`config.mk`:
```
export PLATFORM = sky130hd
export DESIGN_NAME = utf8_stream_decoder_validator
export DESIGN_NICKNAME = d
export VERILOG_FILES = /design/src/u8dv_pkg.sv /design/src/utf8_stream_decoder_validator.sv
export SDC_FILE = /design/constraint.sdc
export NUM_CORES = 1
export LEC_CHECK = 0
export BUFFER_PORTS_ARGS = -buffer_cell sky130_fd_sc_hd__buf_2
export CAP_MARGIN = 10
export CORE_UTILIZATION = 25
export CTS_CLUSTER_DIAMETER = 150
export DETAILED_ROUTE_END_ITERATION = 12
export SETUP_SLACK_MARGIN = 0.5
export SYNTH_ARGS = -nofsm -noshare
export SYNTH_HDL_FRONTEND = slang
export SYNTH_SLANG_ARGS = --single-unit
export TNS_END_PERCENT = 1
```
`constraint.sdc`:
```
create_clock -name aclk -period 5.1 [get_ports aclk]
set_input_delay 0.51 -clock aclk [delete_from_list [all_inputs] [get_ports aclk]]
set_output_delay 0.51 -clock aclk [all_outputs]
set_load 0.005 [all_outputs]
```
`src/u8dv_pkg.sv`:
```
package u8dv_pkg;

    localparam int COUNT_WIDTH_DEFAULT = 16;

    localparam int OQ_DEPTH = 4;
    localparam int OQ_PTR_W = 2;
    localparam int OQ_CNT_W = 3;

    typedef enum logic [2:0] {
        ST_OK        = 3'd0,
        ST_BAD_LEAD  = 3'd1,
        ST_BAD_CONT  = 3'd2,
        ST_TRUNCATED = 3'd3,
        ST_TERM      = 3'd4
    } status_t;

    typedef struct packed {
        logic [20:0] char_code;
        logic [2:0]  byte_count;
        status_t     status;
        logic [15:0] char_count;
        logic [15:0] error_offset;
        logic        buffer_done;
        logic        run_last;
    } result_t;

endpackage

```
`src/utf8_stream_decoder_validator.sv`:
```
// Results go into a four-entry output queue, registered when their byte is accepted.
// Throughput: one byte per cycle while s_tready is high; a byte yields zero, one or
// two results, and s_tready stays high while the queue has room for two.
// Reset (aresetn low at a rising edge) empties the queue, clears all decoding state
// and counts, and sets stop_reg (stop at NUL) to 1.
module utf8_stream_decoder_validator #(
    parameter int COUNT_WIDTH = u8dv_pkg::COUNT_WIDTH_DEFAULT
) (
    input  logic        aclk,
    input  logic        aresetn,
    input  logic        cfg_wr_en,
    input  logic        cfg_wr_data,
    input  logic        s_tvalid,
    output logic        s_tready,
    input  logic [7:0]  s_tdata,    // [7:0] in_byte
    input  logic        s_tlast,
    output logic        m_tvalid,
    input  logic        m_tready,
    output logic [55:0] m_tdata,    // [20:0] char_code, [23:21] byte_count,
                                    // [39:24] char_count, [55:40] error_offset
    output logic [3:0]  m_tuser,    // [2:0] status, [3] run_last
    output logic        m_tlast
);

    localparam int EXT_W = COUNT_WIDTH + 16;

    logic                   stop_reg;
    logic [20:0]            partial_reg, partial_next;
    logic [1:0]             pending_reg, pending_next;
    logic [2:0]             seqlen_reg, seqlen_next;
    logic [COUNT_WIDTH-1:0] chars_reg, chars_next;
    logic [COUNT_WIDTH-1:0] bytepos_reg, bytepos_next;
    logic [COUNT_WIDTH-1:0] start_reg, start_next;
    logic                   term_reg, term_next;

    u8dv_pkg::result_t r0, r1, lr;
    logic [1:0]        n_res;
    logic              lead_valid;
    logic              do_lead;
    logic              accept;
    logic              is_cont;
    logic [20:0]       cont_code;

    u8dv_pkg::result_t                oq_mem [u8dv_pkg::OQ_DEPTH];
    logic [u8dv_pkg::OQ_PTR_W-1:0]    wr_ptr_reg, wr_ptr_p1, rd_ptr_reg;
    logic [u8dv_pkg::OQ_CNT_W-1:0]    cnt_reg;
    logic [1:0]                       push_n;
    logic                             pop;
    u8dv_pkg::result_t                head;

    function automatic logic [COUNT_WIDTH-1:0] sat_inc(input logic [COUNT_WIDTH-1:0] v);
        return (&v) ? v : v + 1'b1;
    endfunction

    function automatic logic [15:0] show16(input logic [COUNT_WIDTH-1:0] v);
        logic [EXT_W-1:0] ext;
        ext = EXT_W'(v);
        return (ext > EXT_W'(16'hFFFF)) ? 16'hFFFF : ext[15:0];
    endfunction

    assign accept  = s_tvalid && s_tready;
    assign is_cont = (s_tdata[7:6] == 2'b10);
    assign cont_code = {partial_reg[14:0], s_tdata[5:0]};

    always_comb begin
        partial_next = partial_reg;
        pending_next = pending_reg;
        seqlen_next  = seqlen_reg;
        chars_next   = chars_reg;
        bytepos_next = bytepos_reg;
        start_next   = start_reg;
        term_next    = term_reg;
        r0           = '0;
        r1           = '0;
        lr           = '0;
        n_res        = 2'd0;
        lead_valid   = 1'b0;
        do_lead      = 1'b0;

        if (term_reg) begin
            n_res = 2'd0;
        end else begin
            if (pending_reg != 2'd0) begin
                if (is_cont) begin
                    if (pending_reg == 2'd1) begin
                        chars_next    = sat_inc(chars_reg);
                        r0.char_code  = cont_code;
                        r0.byte_count = seqlen_reg;
                        r0.status     = u8dv_pkg::ST_OK;
                        r0.char_count = show16(chars_next);
                        n_res         = 2'd1;
                        partial_next  = '0;
                        pending_next  = 2'd0;
                        seqlen_next   = '0;
                    end else begin
                        partial_next = cont_code;
                        pending_next = pending_reg - 2'd1;
                        if (s_tlast) begin
                            r0.status       = u8dv_pkg::ST_TRUNCATED;
                            r0.char_count   = show16(chars_reg);
                            r0.error_offset = show16(start_reg);
                            n_res           = 2'd1;
                            partial_next    = '0;
                            pending_next    = 2'd0;
                            seqlen_next     = '0;
                        end
                    end
                end else begin
                    r0.status       = u8dv_pkg::ST_BAD_CONT;
                    r0.char_count   = show16(chars_reg);
                    r0.error_offset = show16(start_reg);
                    n_res           = 2'd1;
                    partial_next    = '0;
                    pending_next    = 2'd0;
                    seqlen_next     = '0;
                    do_lead         = 1'b1;
                end
            end else begin
                do_lead = 1'b1;
            end

            if (do_lead) begin
                if (stop_reg && (s_tdata == 8'h00)) begin
                    term_next      = 1'b1;
                    lr.status      = u8dv_pkg::ST_TERM;
                    lr.char_count  = show16(chars_reg);
                    lr.buffer_done = 1'b1;
                    lead_valid     = 1'b1;
                end else if (!s_tdata[7]) begin
                    chars_next    = sat_inc(chars_reg);
                    lr.char_code  = {13'd0, s_tdata};
                    lr.byte_count = 3'd1;
                    lr.status     = u8dv_pkg::ST_OK;
                    lr.char_count = show16(chars_next);
                    lead_valid    = 1'b1;
                end else if (s_tdata[7:5] == 3'b110 || s_tdata[7:4] == 4'b1110
                             || s_tdata[7:3] == 5'b11110) begin
                    if (s_tdata[7:5] == 3'b110) begin
                        partial_next = {16'd0, s_tdata[4:0]};
                        pending_next = 2'd1;
                        seqlen_next  = 3'd2;
                    end else if (s_tdata[7:4] == 4'b1110) begin
                        partial_next = {17'd0, s_tdata[3:0]};
                        pending_next = 2'd2;
                        seqlen_next  = 3'd3;
                    end else begin
                        partial_next = {18'd0, s_tdata[2:0]};
                        pending_next = 2'd3;
                        seqlen_next  = 3'd4;
                    end
                    start_next = bytepos_reg;
                    if (s_tlast) begin
                        lr.status       = u8dv_pkg::ST_TRUNCATED;
                        lr.char_count   = show16(chars_reg);
                        lr.error_offset = show16(bytepos_reg);
                        lead_valid      = 1'b1;
                        partial_next    = '0;
                        pending_next    = 2'd0;
                        seqlen_next     = '0;
                    end
                end else begin
                    lr.status       = u8dv_pkg::ST_BAD_LEAD;
                    lr.char_count   = show16(chars_reg);
                    lr.error_offset = show16(bytepos_reg);
                    lead_valid      = 1'b1;
                end

                if (lead_valid) begin
                    if (n_res == 2'd1) begin
                        r1    = lr;
                        n_res = 2'd2;
                    end else begin
                        r0    = lr;
                        n_res = 2'd1;
                    end
                end
            end

            bytepos_next = sat_inc(bytepos_reg);

            if (n_res == 2'd2) begin
                r1.run_last = 1'b1;
                if (s_tlast) begin
                    r1.buffer_done = 1'b1;
                end
            end else if (n_res == 2'd1) begin
                r0.run_last = 1'b1;
                if (s_tlast) begin
                    r0.buffer_done = 1'b1;
                end
            end
        end

        if (s_tlast) begin
            partial_next = '0;
            pending_next = 2'd0;
            seqlen_next  = '0;
            chars_next   = '0;
            bytepos_next = '0;
            start_next   = '0;
            term_next    = 1'b0;
        end
    end

    always_ff @(posedge aclk) begin
        if (!aresetn) begin
            stop_reg    <= 1'b1;
            partial_reg <= '0;
            pending_reg <= 2'd0;
            seqlen_reg  <= '0;
            chars_reg   <= '0;
            bytepos_reg <= '0;
            start_reg   <= '0;
            term_reg    <= 1'b0;
        end else begin
            if (cfg_wr_en) begin
                stop_reg <= cfg_wr_data;
            end
            if (accept) begin
                partial_reg <= partial_next;
                pending_reg <= pending_next;
                seqlen_reg  <= seqlen_next;
                chars_reg   <= chars_next;
                bytepos_reg <= bytepos_next;
                start_reg   <= start_next;
                term_reg    <= term_next;
            end
        end
    end

    assign push_n    = accept ? n_res : 2'd0;
    assign pop       = m_tvalid && m_tready;
    assign wr_ptr_p1 = wr_ptr_reg + 1'b1;

    always_ff @(posedge aclk) begin
        if (push_n != 2'd0) begin
            oq_mem[wr_ptr_reg] <= r0;
        end
        if (push_n == 2'd2) begin
            oq_mem[wr_ptr_p1] <= r1;
        end
    end

    always_ff @(posedge aclk) begin
        if (!aresetn) begin
            wr_ptr_reg <= '0;
            rd_ptr_reg <= '0;
            cnt_reg    <= '0;
        end else begin
            wr_ptr_reg <= wr_ptr_reg + u8dv_pkg::OQ_PTR_W'(push_n);
            if (pop) begin
                rd_ptr_reg <= rd_ptr_reg + 1'b1;
            end
            cnt_reg <= cnt_reg + u8dv_pkg::OQ_CNT_W'(push_n)
                       - u8dv_pkg::OQ_CNT_W'(pop);
        end
    end

    assign head     = oq_mem[rd_ptr_reg];
    assign m_tvalid = (cnt_reg != '0);
    assign s_tready = (cnt_reg <= u8dv_pkg::OQ_CNT_W'(u8dv_pkg::OQ_DEPTH - 2));
    assign m_tdata  = {head.error_offset, head.char_count, head.byte_count, head.char_code};
    assign m_tuser  = {head.run_last, head.status};
    assign m_tlast  = head.buffer_done;

endmodule

```
==> metrics.md, run 1 <==
| Metric | Value |
|---|---|
| Drt wl/cell | `around 22 µm` |
| CTS tree | `done` |
| R2R Path Start | `pending_reg[1]` |
| Vias per cell | `5.463` |
| Unrepaired setup endpoints after global routing | `false` |
| CP endpoint kind | `register` |
| Post-Syn Instances | `roughly 1,400` |
| Setup bufs post-CTS | `0` |
| Pwr Density | `409.8 nW/µm²` |
| #FFs+latches synth | `approximately 320` |
| Final worst path period share | `between 70% and 80%` |
| Worst slack at placement | `a little under 1000 ps` |
| Final count of hold timing violations | `0` |
| Htree depth | `2` |
| Max-Slew Margin vs Limit | `between 20% and 30%` |
| Reg2reg end | `oq_mem[0][27]` |
| GRT met2 Usage | `25.70%` |
| Cell row count | `91` |
| Via count | `between 10,000 and 15,000` |
| Mapped Avg Cell Area | `11.40 µm²` |
| Placer Congestion | `between 0.8 and 0.9` |
| Run status | `complete, no violations` |
| Layout Nets | `~1,400` |
| Die Area | `about 64,000 µm²` |
| Final slew viol count | `0` |
| Synth-to-Final Area Change | `14.87%` |
| GR Util All Layers | `between 15 and 20%` |
| Synth top area share | `between 30% and 40%` |
| Pre-Repair DR Iteration Count | `6` |
| Met1 usage in global routing | `19.56%` |
| Post-synth ARST share | `0%` |
| # DRC | `0` |
| Critical path arrival | `about 4000 ps` |
| Root Driver | `clkbuf_16` |
| Top reg by flops | `oq_mem` |
| Cell Chain, Critical Path | `inv_1, ha_1, nor2_1, a21oi_1, ha_1, nand3b_2, nor3_1, nor2_2, inv_2, buf_4` |
| Die X | `roughly 250 µm` |
| Final core area utilization | `between 20% and 30%` |
| Placed Area | `~17,000 µm²` |
| Vias in the first global route | `around 12,000` |
| Critical Path RT | `approximately 5300 ps` |
| Worst setup SP type | `register` |
| Num CTS Buffers | `36` |
| WL final | `between 40,000 and 50,000 µm` |
| Critical path's most frequent cell | `ha_1` |
| Post-synth EDFFs | `180` |
| Min-delay worst type | `in2reg` |
| Die height | `253 µm` |
| Fraction of layout cells with a size suffix above 1 | `a little under a fifth` |
| Clock Skews | `between 15 and 20 ps` |
| Yosys cell types | `86` |
| Port Buffers | `just under 80` |
| Clk slew on worst S/H paths | `60 ps` |
| Max stage delay on crit path | `510 ps` |
| Synth Flop Type | `edfxtp_1` |
| Synth Net Count | `1,406` |
| Worst IR Drop VDD | `0.0001907 V` |
| Post-detail-place hpwl | `32,510 µm` |
| Met3 Resource Use GR | `around 2.5%` |
| Max FFs per register | `about 240` |
| Number of routed nets with antenna violations | `0` |
| CTS Buffer Depth | `3` |
| Initial core utilization | `between 20 and 30%` |
| Largest net degree at the start of global routing | `62` |
| Clk sinks | `323` |
| Achievable frequency | `approximately 260 MHz` |
| Post-Synthesis Cell Area | `approximately 16,000 µm²` |
| Worst-path fanout max | `17` |
| Placed cells | `roughly 2,200` |
| Critical path's slowest cell | `nor3_1` |
| Non-Filler Instances | `approximately 2,300` |
| Leakage | `~5.6 nW` |
| Critical path class | `reg2reg` |
| PnR worst setup slack | `between 1000 and 1500 ps` |
| Initial antenna violation count | `6` |
| Sequential element share of the synthesized area | `52.49%` |
| Max capacitance violation total | `0` |
| Clk_lat worst skew | `around 530 ps` |
| WHS Path Cells | `3` |
| Commonest cells after routing, fill and taps aside | `180 x edfxtp_1, 141 x dfxtp_1, 134 x o22ai_1` |
| Crit path time final | `3808 ps` |
| Core area | `about 62,000 µm²` |
| Hold endpoint | `stop_reg` |
| Synth top area cells | `edfxtp_1 34%, dfxtp_1 18%, mux4_2 8.7%, o22ai_1 5.3%, a32o_1 3.1%` |
| Fin area | `18,090 µm²` |
| First-pass GRT wire length | `roughly 75,000 µm` |
| Total gr overflow | `0` |
| Most common cell after layout, fill and taps aside | `edfxtp_1` |
| Post-CTS Hold Buffers | `0` |
| Final setup fails | `0` |
| Path depth of the worst reg2reg path | `10` |
| Overall Power | `7.414 mW` |
| Hold Slack | `around 230 ps` |
| Slew @ Worst Pin | `between 1000 and 1500 ps` |
| GR peak layer | `met2` |
| Hold path start | `cfg_wr_data` |
| Post-CTS Resized | `0` |
| # IOs | `approximately 80` |
| Initial DRC count | `about 1,200` |
| R2r setup slk | `approximately 1300 ps` |
| Synth warn | `0` |
| Area leader, netlist | `edfxtp_1` |
| Setup TNS | `0 ps` |
## metal layers
metal	share of wire, %	wire, µm
met4	2.6	1297
met2	49	24230
met3	6.5	3228
met1	42	20600
met5	0.093	46
## layout make-up
type	count	area [µm²]
fillers	6378	43850
flip-flops and latches	323	8275
multi-input cells	913	6809
well taps	837	1047
clock buffers	44	972.2
repair buffers	110	658.1
clock inverters	21	256.5
inverters	19	71.32
diodes	1	2.502
## worst max-delay path by stage
stage | startpoint | to | cells after the start
finish | pending_reg[1] | oq_mem[0][27] | 10
global route | pending_reg[1] | oq_mem[0][31] | 10
CTS | pending_reg[1] | oq_mem[0][31] | 10
detailed placement | s_tdata[4] | oq_mem[0][27] | 12
global placement | s_tdata[4] | oq_mem[0][27] | 12
floorplan | s_tdata[4] | oq_mem[2][0] | 13
## critical path, delay by kind of cell, from the launching register on
family / cells / cell delay, ps
AOI/OAI and AO/OA: 1 / 190
DFF: 1 / 330
adders and majority gates: 2 / 660
and+or+nand+nor: 4 / 1560
buffers and inverters: 3 / 740
## Yosys cell counts (all sizes together) (13+ instances only)
cell and instances:
mux4 61, nor3 20, a22oi 35, a21boi 19, a32o 49, o21ai 36, o22ai 136, nand2 106
dfxtp 143, and2 13, edfxtp 180, inv 19, nor2 91, a21oi 54, clkbuf 56, nand3 53
nand4 22, o211ai 13, buf 70
## power breakdown
group	total, mW	switching, mW	leakage (nW)	internal [mW]
registers	3.18	0.217	2.85	2.96
logic	1.54	0.894	2.18	0.642
clock network	2.70	1.07	0.589	1.62
## kinds of logic (layout without fill, tap and decap cells)
| family | count (synthesis) | after routing | share of synthesized area (%) |
|---|---|---|---|
| compound gates | 429 | 429 | 19.38 |
| mux | 72 | 72 | 9.477 |
| simple gates | 380 | 380 | 12.16 |
| xor+xnor | 22 | 22 | 1.223 |
| flops | 323 | 323 | 52.49 |
| buf+inv | 145 | 194 | 4.417 |
| other cells | 0 | 1 | 0 |
| fa+ha+maj | 10 | 10 | 0.8421 |
Note: power is estimated with default switching activity, not from simulation.
==> run 2, diff against run 1 <==
ABC_AREA = 1   (was unset)
clock period = 3.2 ns   (was 5.1 ns; I/O delays follow)
==> run 2 against run 1 <==
  * Sequential power is 58% higher
  * Critical endpoint is now oq_mem[3][0]
  * Largest power group unchanged
  * Highest routed layer is now met4
  * Wire length up 8.8%
  * Die area rose by 7.2%
  * Clock power is 54% higher
==> metrics.md, run 2 <==
| Metric | Value |
|---|---|
| Final core area utilization | `29.57% (+0.36 points)` |
| Most common cell after layout, fill and taps aside | `nand2_1` |
| Die height | `262.0 µm (+3.5%)` |
| Sequential cell area | `8275 µm² (unchanged)` |
| Num CTS Buffers | `37 (+2.8%)` |
| # IOs | `78 (unchanged)` |
| Gate power share | `27.0% (+6.3 points)` |
| Worst IR Drop VDD | `0.0003474 V (+82%)` |
| Die Area | `68,630 µm² (+7.2%)` |
| Total gr overflow | `0 (unchanged)` |
| Placed Area | `18,320 µm² (+8.8%)` |
| Synth Net Count | `2,189 (+56%)` |
| Top reg by flops | `oq_mem` |
| Core area | `66,330 µm² (+7.1%)` |
| Min-delay worst type | `in2reg` |
| Mapped Avg Cell Area | `7.808 µm² (-32%)` |
| CTS tree | `done` |
| Yosys cell types | `43 (-50%)` |
| Clk sinks | `323 (unchanged)` |
| Clk_lat worst skew | `560 ps (+30 ps)` |
| #FFs+latches synth | `323 (unchanged)` |
| Initial core utilization | `25.47% (+0.045 points)` |
| Initial DRC count | `1,271 (+8.4%)` |
| Final worst path period share | `87.77% (+13 points)` |
| Post-CTS Hold Buffers | `0 (unchanged)` |
| Max-Slew Margin vs Limit | `42.23% (+22 points)` |
| CP endpoint kind | `register` |
| Achievable frequency | `356.0 MHz (+36%)` |
| Worst setup SP type | `register` |
| Area leader, netlist | `edfxtp_1` |
| Post-synth EDFFs | `180 (unchanged)` |
| Commonest cells after routing, fill and taps aside | `495 x nand2_1, 266 x o21ai_0, 238 x nor2_1` |
| WHS Path Cells | `2 (-1)` |
| Unrepaired setup endpoints after global routing | `true` |
| Sequential group share of total power | `40.0% (-2.9 points)` |
| Initial antenna violation count | `2 (-4)` |
| Max FFs per register | `244 (unchanged)` |
| Synth top area share | `31.99% (-2.3 points)` |
| Largest net degree at the start of global routing | `123 (+98%)` |
| CTS Buffer Depth | `3 (unchanged)` |
| Critical path arrival | `3090 ps (-930 ps)` |
| Critical path class | `reg2reg` |
| Root Driver | `clkbuf_16` |
| WL final | `53,750 µm (+8.8%)` |
| Fin area | `19,620 µm² (+8.4%)` |
| Final slew viol count | `0 (unchanged)` |
| Setup TNS | `0 ps (unchanged)` |
| Clock Skews | `14.74 ps (-1.600 ps)` |
| Via count | `15,300 (+23%)` |
| Slew @ Worst Pin | `860.8 ps (-331.7 ps)` |
| Filler cells | `7,118 (+12%)` |
| Drt wl/cell | `17.33 µm (-20%)` |
| Post-detail-place hpwl | `34,670 µm (+6.6%)` |
| Synth top area cells | `edfxtp_1 32%, dfxtp_1 17%, nand2_1 11%, o21ai_0 7.9%, nand3_1 5.5%` |
| Synth-to-Final Area Change | `16.09%` |
| Fraction of layout cells with a size suffix above 1 | `12.61% (-6.4 points)` |
| Synth Flop Type | `edfxtp_1` |
| Final setup fails | `0 (unchanged)` |
| Pwr Density | `641.3 nW/µm² (+56%)` |
| Switching Share | `34.11% (+4.6 points)` |
| Max capacitance violation total | `0 (unchanged)` |
| Clk slew on worst S/H paths | `60 ps (about the same)` |
| Top-count cell post-synth | `nand2_1` |
| Ant diodes | `0 (-1)` |
| Worst-path fanout max | `25 (+8)` |
| Number of routed nets with antenna violations | `0 (unchanged)` |
| Cell row count | `94 (+3.3%)` |
| Port Buffers | `77 (unchanged)` |
| Final count of hold timing violations | `0 (unchanged)` |
| Vias per cell | `4.934 (-9.7%)` |
| Path depth of the worst reg2reg path | `15 (+5)` |
| Die X | `262.0 µm (+3.5%)` |
| Post-synth ARST share | `0% (unchanged)` |
| Post-Syn Instances | `2,164 (+57%)` |
| Switching pwr | `4.291 mW (+96%)` |
| Htree depth | `2 (unchanged)` |
| Run status | `complete, no violations` |
| Post-Synthesis Cell Area | `16,900 µm² (+7.3%)` |
| Leakage | `7.391 nW (+32%)` |
| Placer Congestion | `0.9202 (+5.4%)` |
| Layout Nets | `2,235 (+57%)` |
| Clock power frac | `33.0% (-3.4 points)` |
| Vias in the first global route | `14,130 (+17%)` |
| Pint | `8.289 mW (+58%)` |
| Post-synth top cells | `501 x nand2_1, 266 x o21ai_0, 238 x nor2_1` |
| Critical Path RT | `3480 ps (-1830 ps)` |
| Sequential element share of the synthesized area | `48.93% (-3.6 points)` |
| Crit path time final | `2809 ps (-999.2 ps)` |
| Multi-input gate area | `7574 µm² (+11%)` |
| # DRC | `0 (unchanged)` |
| Synth warn | `0 (unchanged)` |
| First-pass GRT wire length | `82,700 µm (+9.9%)` |
| GR Util All Layers | `15.43% (+0.25 points)` |
| Pre-Repair DR Iteration Count | `6 (unchanged)` |
run 2: cell types whose count changed in the layout (fill, tap and decap cells not counted), sizes merged, moves of 21 or more:
cell,before,now
a22oi,35,0
a32o,49,0
o22ai,136,101
nor2,91,250
a21oi,54,108
o21ai,36,310
inv,23,148
nand2,106,516
nand4,22,43
mux4,61,0
buf,110,136
nand3,53,188
run 2: path summary, 6_finish.rpt:
| path | slack (ps) | startpoint | end |
|---|---|---|---|
| worst max-delay path | 390 | pending_reg[1] | oq_mem[3][0] |
| worst min-delay path | 20 | cfg_wr_en | stop_reg |
| worst max register to register | 390 | pending_reg[1] | oq_mem[3][0] |
| worst min register to register | 460 | rd_ptr_reg[1] | register |
run 2: final cells by class:
cell class,instances,area share (%)
Clock buffer,46,5.096
Clock inverter,20,0.8419
Inverter,147,2.947
Multi-Input combinational cell,1565,38.61
Sequential cell,323,42.19
Tap cell,864,5.511
Timing Repair Buffer,136,4.809
run 2: repair_timing:
item	4_1_cts	5_1_grt
gates resized for setup	1	28
setup endpoints to repair	391	460
setup buffers	0	4
pin swaps	0	5
run 2: power groups by stage:
stage          clock network (mW)  logic, mW  registers, mW
2_1_floorplan                   0       2.01           5.06
3_3_place_gp                    0       3.37           5.11
3_5_place_dp                    0       3.38           5.11
4_1_cts                      4.22       3.39           5.02
5_1_grt                      4.37       3.77           5.07
6_report                     4.16       3.40           5.03
run 2: logic make-up after synthesis:
family,count (synthesis),share of synthesized area [%]
compound gates,526,16.67
fa+ha+maj,10,0.7849
xor+xnor,8,0.4147
buf+inv,276,6.997
flops,323,48.93
simple gates,1021,26.21
run 2: worst max-delay path, stage by stage, from the launching register on:
cell and delay, ps:
dfxtp_2 350, inv_4 50, ha_4 160, inv_4 80, nand2_4 60, o21ai_4 180
inv_2 80, ha_4 260, or2_4 110, nand2_4 60, buf_4 150, nand2_4 160
nor2_8 50, inv_2 230, buf_4 390, o21ai_0 160
run 2: through the flow:
stage	power (mW)	instances	setup WS, ps	hold WS, ps
after global routing	13.22	3101	294.8	20.15
final	12.58	3101	391.4	23.14
after global placement	8.480	3031	252.1	444.7
after detailed placement	8.494	3031	218.9	446.4
after CTS	12.64	3097	223.6	2.031
after floorplan	7.069	2164	405.9	420.4
run 2: metal layers:
metal | routed length (µm) | global-route usage [%] | vias to the layer above
li1 | - | - | 7514
met1 | 24370 | 21.05 | 7253
met2 | 25100 | 25.25 | 458
met3 | 3252 | 2.431 | 74
met4 | 1024 | 4.175 | 0
met5 | 0 | 0 | -
==> run 3, diff against run 2 <==
==> constraint.sdc (replaced) <==
create_clock -name aclk -period 3.2 [get_ports aclk]
set_input_delay 0.64 -clock aclk [delete_from_list [all_inputs] [get_ports aclk]]
set_output_delay 0.64 -clock aclk [all_outputs]
set_load 0.005 [all_outputs]
==> run 3 against run 2 <==
  * Power rose by 0.97%
  * Register-to-register slack better by 110 ps
  * Sequential power barely moved
  * Clock power down 1%
  * Wire length grew 2.3%
  * Clock skew increased by 17 ps
  * Hold slack gained 270 ps
  * Sequential cell count stayed put
==> metrics.md, run 3 (same netlist as run 2, synthesis figures left out) <==
| Metric | Value |
|---|---|
| Number of routed nets with antenna violations | `0 (unchanged)` |
| WP buf/inv | `2 (-4)` |
| CP Capture Point | `m_tdata[38]` |
| DR top layer | `met5` |
| # DRC | `0 (unchanged)` |
| Met3 WL | `4346 µm (+34%)` |
| Post-detail-place hpwl | `35,680 µm (+2.9%)` |
| Final slew viol count | `0 (unchanged)` |
| Vias in the first global route | `14,380 (+1.7%)` |
| Worst slack at placement | `39.10 ps (-179.8 ps)` |
| Overall Power | `12.70 mW (+0.97%)` |
| Leakage | `7.409 nW (+0.25%)` |
| Worst setup SP type | `register` |
| Max capacitance violation total | `0 (unchanged)` |
| Placer Congestion | `0.8569 (-6.9%)` |
| Final worst path period share | `85.86% (-1.9 points)` |
| PnR worst setup slack | `452.6 ps (+61.22 ps)` |
| Die X | `262.0 µm (unchanged)` |
| Num CTS Buffers | `37 (unchanged)` |
| Clk sinks | `323 (unchanged)` |
| Slew @ Worst Pin | `829.4 ps (-31.40 ps)` |
| CP delay by family, top | `compound AO/OA/AOI/OAI gates` |
| Clock Skews | `31.41 ps (+16.67 ps)` |
| Final count of hold timing violations | `0 (unchanged)` |
| Max FFs per register | `244 (unchanged)` |
| Die Area | `68,630 µm² (unchanged)` |
| Reg2reg end | `oq_mem[1][2]` |
| Setup TNS | `0 ps (unchanged)` |
| CTS Buffer Depth | `3 (unchanged)` |
| Pwr Density | `643.8 nW/µm² (+0.39%)` |
| WL final | `54,990 µm (+2.3%)` |
| Top reg by flops | `oq_mem` |
| Critical path's slowest cell | `dfxtp_4` |
| Final setup fails | `0 (unchanged)` |
| Critical Path RT | `2560 ps (-920 ps)` |
| Synth-to-Final Area Change | `16.76%` |
| Achievable frequency | `364.0 MHz (+2.2%)` |
| GR Util All Layers | `15.74% (+0.31 points)` |
| Worst-path fanout max | `42 (+68%)` |
| Vias per cell | `4.964 (+0.62%)` |
| First-pass GRT wire length | `84,400 µm (+2.1%)` |
| R2R Path Start | `pending_reg[1]` |
| R2r setup slk | `500 ps (+110 ps)` |
| Worst IR Drop VDD | `0.0003119 V (-10%)` |
| Max-Slew Margin vs Limit | `44.65% (+2.4 points)` |
| # IOs | `78 (unchanged)` |
| Run status | `complete, no violations` |
| Clk_lat worst skew | `570 ps (about the same)` |
| Cell Chain, Critical Path | `buf_12, o21ai_0, o22ai_1, buf_2` |
| Initial antenna violation count | `4 (+2)` |
| Wire length on met2 | `25,620 µm (+2.1%)` |
| Initial DRC count | `1,417 (+11%)` |
| Cell row count | `94 (unchanged)` |
| Port Buffers | `77 (unchanged)` |
| Fraction of layout cells with a size suffix above 1 | `12.97% (+0.36 points)` |
| Critical path arrival | `2110 ps (-980 ps)` |
| Core area | `66,330 µm² (unchanged)` |
| Layout Nets | `2,243 (+0.36%)` |
| Commonest cells after routing, fill and taps aside | `492 x nand2_1, 266 x o21ai_0, 238 x nor2_1` |
| Initial core utilization | `25.47% (unchanged)` |
| WP depth | `4 (-11)` |
| Htree depth | `2 (unchanged)` |
| Pre-Repair DR Iteration Count | `6 (unchanged)` |
| Unrepaired setup endpoints after global routing | `true` |
| Via count | `15,440 (+0.91%)` |
| Crit path time final | `2747 ps (-61.22 ps)` |
| CP endpoint kind | `primary output` |
| Met1 WL | `24,050 µm (-1.3%)` |
| Most common cell after layout, fill and taps aside | `nand2_1` |
| CTS tree | `done` |
| Die height | `262.0 µm (unchanged)` |
| Path depth of the worst reg2reg path | `17 (+2)` |
| Clk slew on worst S/H paths | `60 ps (about the same)` |
| Largest net degree at the start of global routing | `72 (-41%)` |
| Max stage delay on crit path | `490 ps (+100 ps)` |
| Total gr overflow | `0 (unchanged)` |
| Filler cells | `7,095 (-0.32%)` |
| Critical path class | `reg2out` |
| Post-CTS Hold Buffers | `0 (unchanged)` |
| Min-delay worst type | `in2reg` |
| Root Driver | `clkbuf_16` |
| Drt wl/cell | `17.68 µm (+2.0%)` |
run 3: cell count changes in the layout (fill, tap and decap cells not counted), sizes merged:
cell	change
inv	-3
clkinvlp	+1
diode	+2
clkinv	-4
buf	+7
nand2	+1
clkbuf	+5
run 3: final cells by class:
type	instances	area [µm²]	share of cell area, %
Tap cell	864	1081	5.479
Sequential cell	323	8275	41.94
Clock inverter	14	130.1	0.6595
Inverter	147	571.8	2.898
Antenna cell	2	5.005	0.02537
Multi-Input combinational cell	1566	7635	38.70
Clock buffer	51	1008	5.111
Timing Repair Buffer	143	1023	5.187
run 3: worst min-delay path by stage:
stage	endpoint	slack (ps)	start	depth (start not counted)
final	stop_reg	290	cfg_wr_en	2
after global routing	stop_reg	290	cfg_wr_en	2
after floorplan	seqlen_reg[0]	430	seqlen_reg[0]	2
after CTS	stop_reg	270	cfg_wr_en	2
after global placement	register	450	rd_ptr_reg[1]	2
after detailed placement	start_reg[11]	450	start_reg[11]	2
run 3: layer usage:
| layer | global-route usage [%] | vias up |
|---|---|---|
| li1 | - | 7545 |
| met1 | 21.06 | 7256 |
| met2 | 25.93 | 562 |
| met3 | 3.106 | 71 |
| met4 | 3.934 | 4 |
| met5 | 0 | - |
run 3: report_power, final:
part / total (mW) / internal, mW / switching [mW]
Sequential: 5.05 / 4.86 / 0.191
Clock: 4.12 / 2.37 / 1.75
Combinational: 3.53 / 1.11 / 2.42
run 3: repair_timing:
item	4_1_cts	5_1_grt
pin swaps	1	1
setup buffers	1	4
gates cloned	0	1
gates resized for setup	7	19
endpoints found under the setup margin	283	410
run 3: metrics by stage:
step | util (%) | cell area (µm²) | instances | hold WS [ps]
after floorplan | - | 17040 | 2164 | 434.5
after global placement | 27.80 | 18440 | 3037 | 446.1
after detailed placement | 27.80 | 18440 | 3037 | 452.4
after CTS | 29.57 | 19620 | 3103 | 268.9
after global routing | 29.74 | 19730 | 3109 | 286.0
final | 29.74 | 19730 | 3110 | 288.6
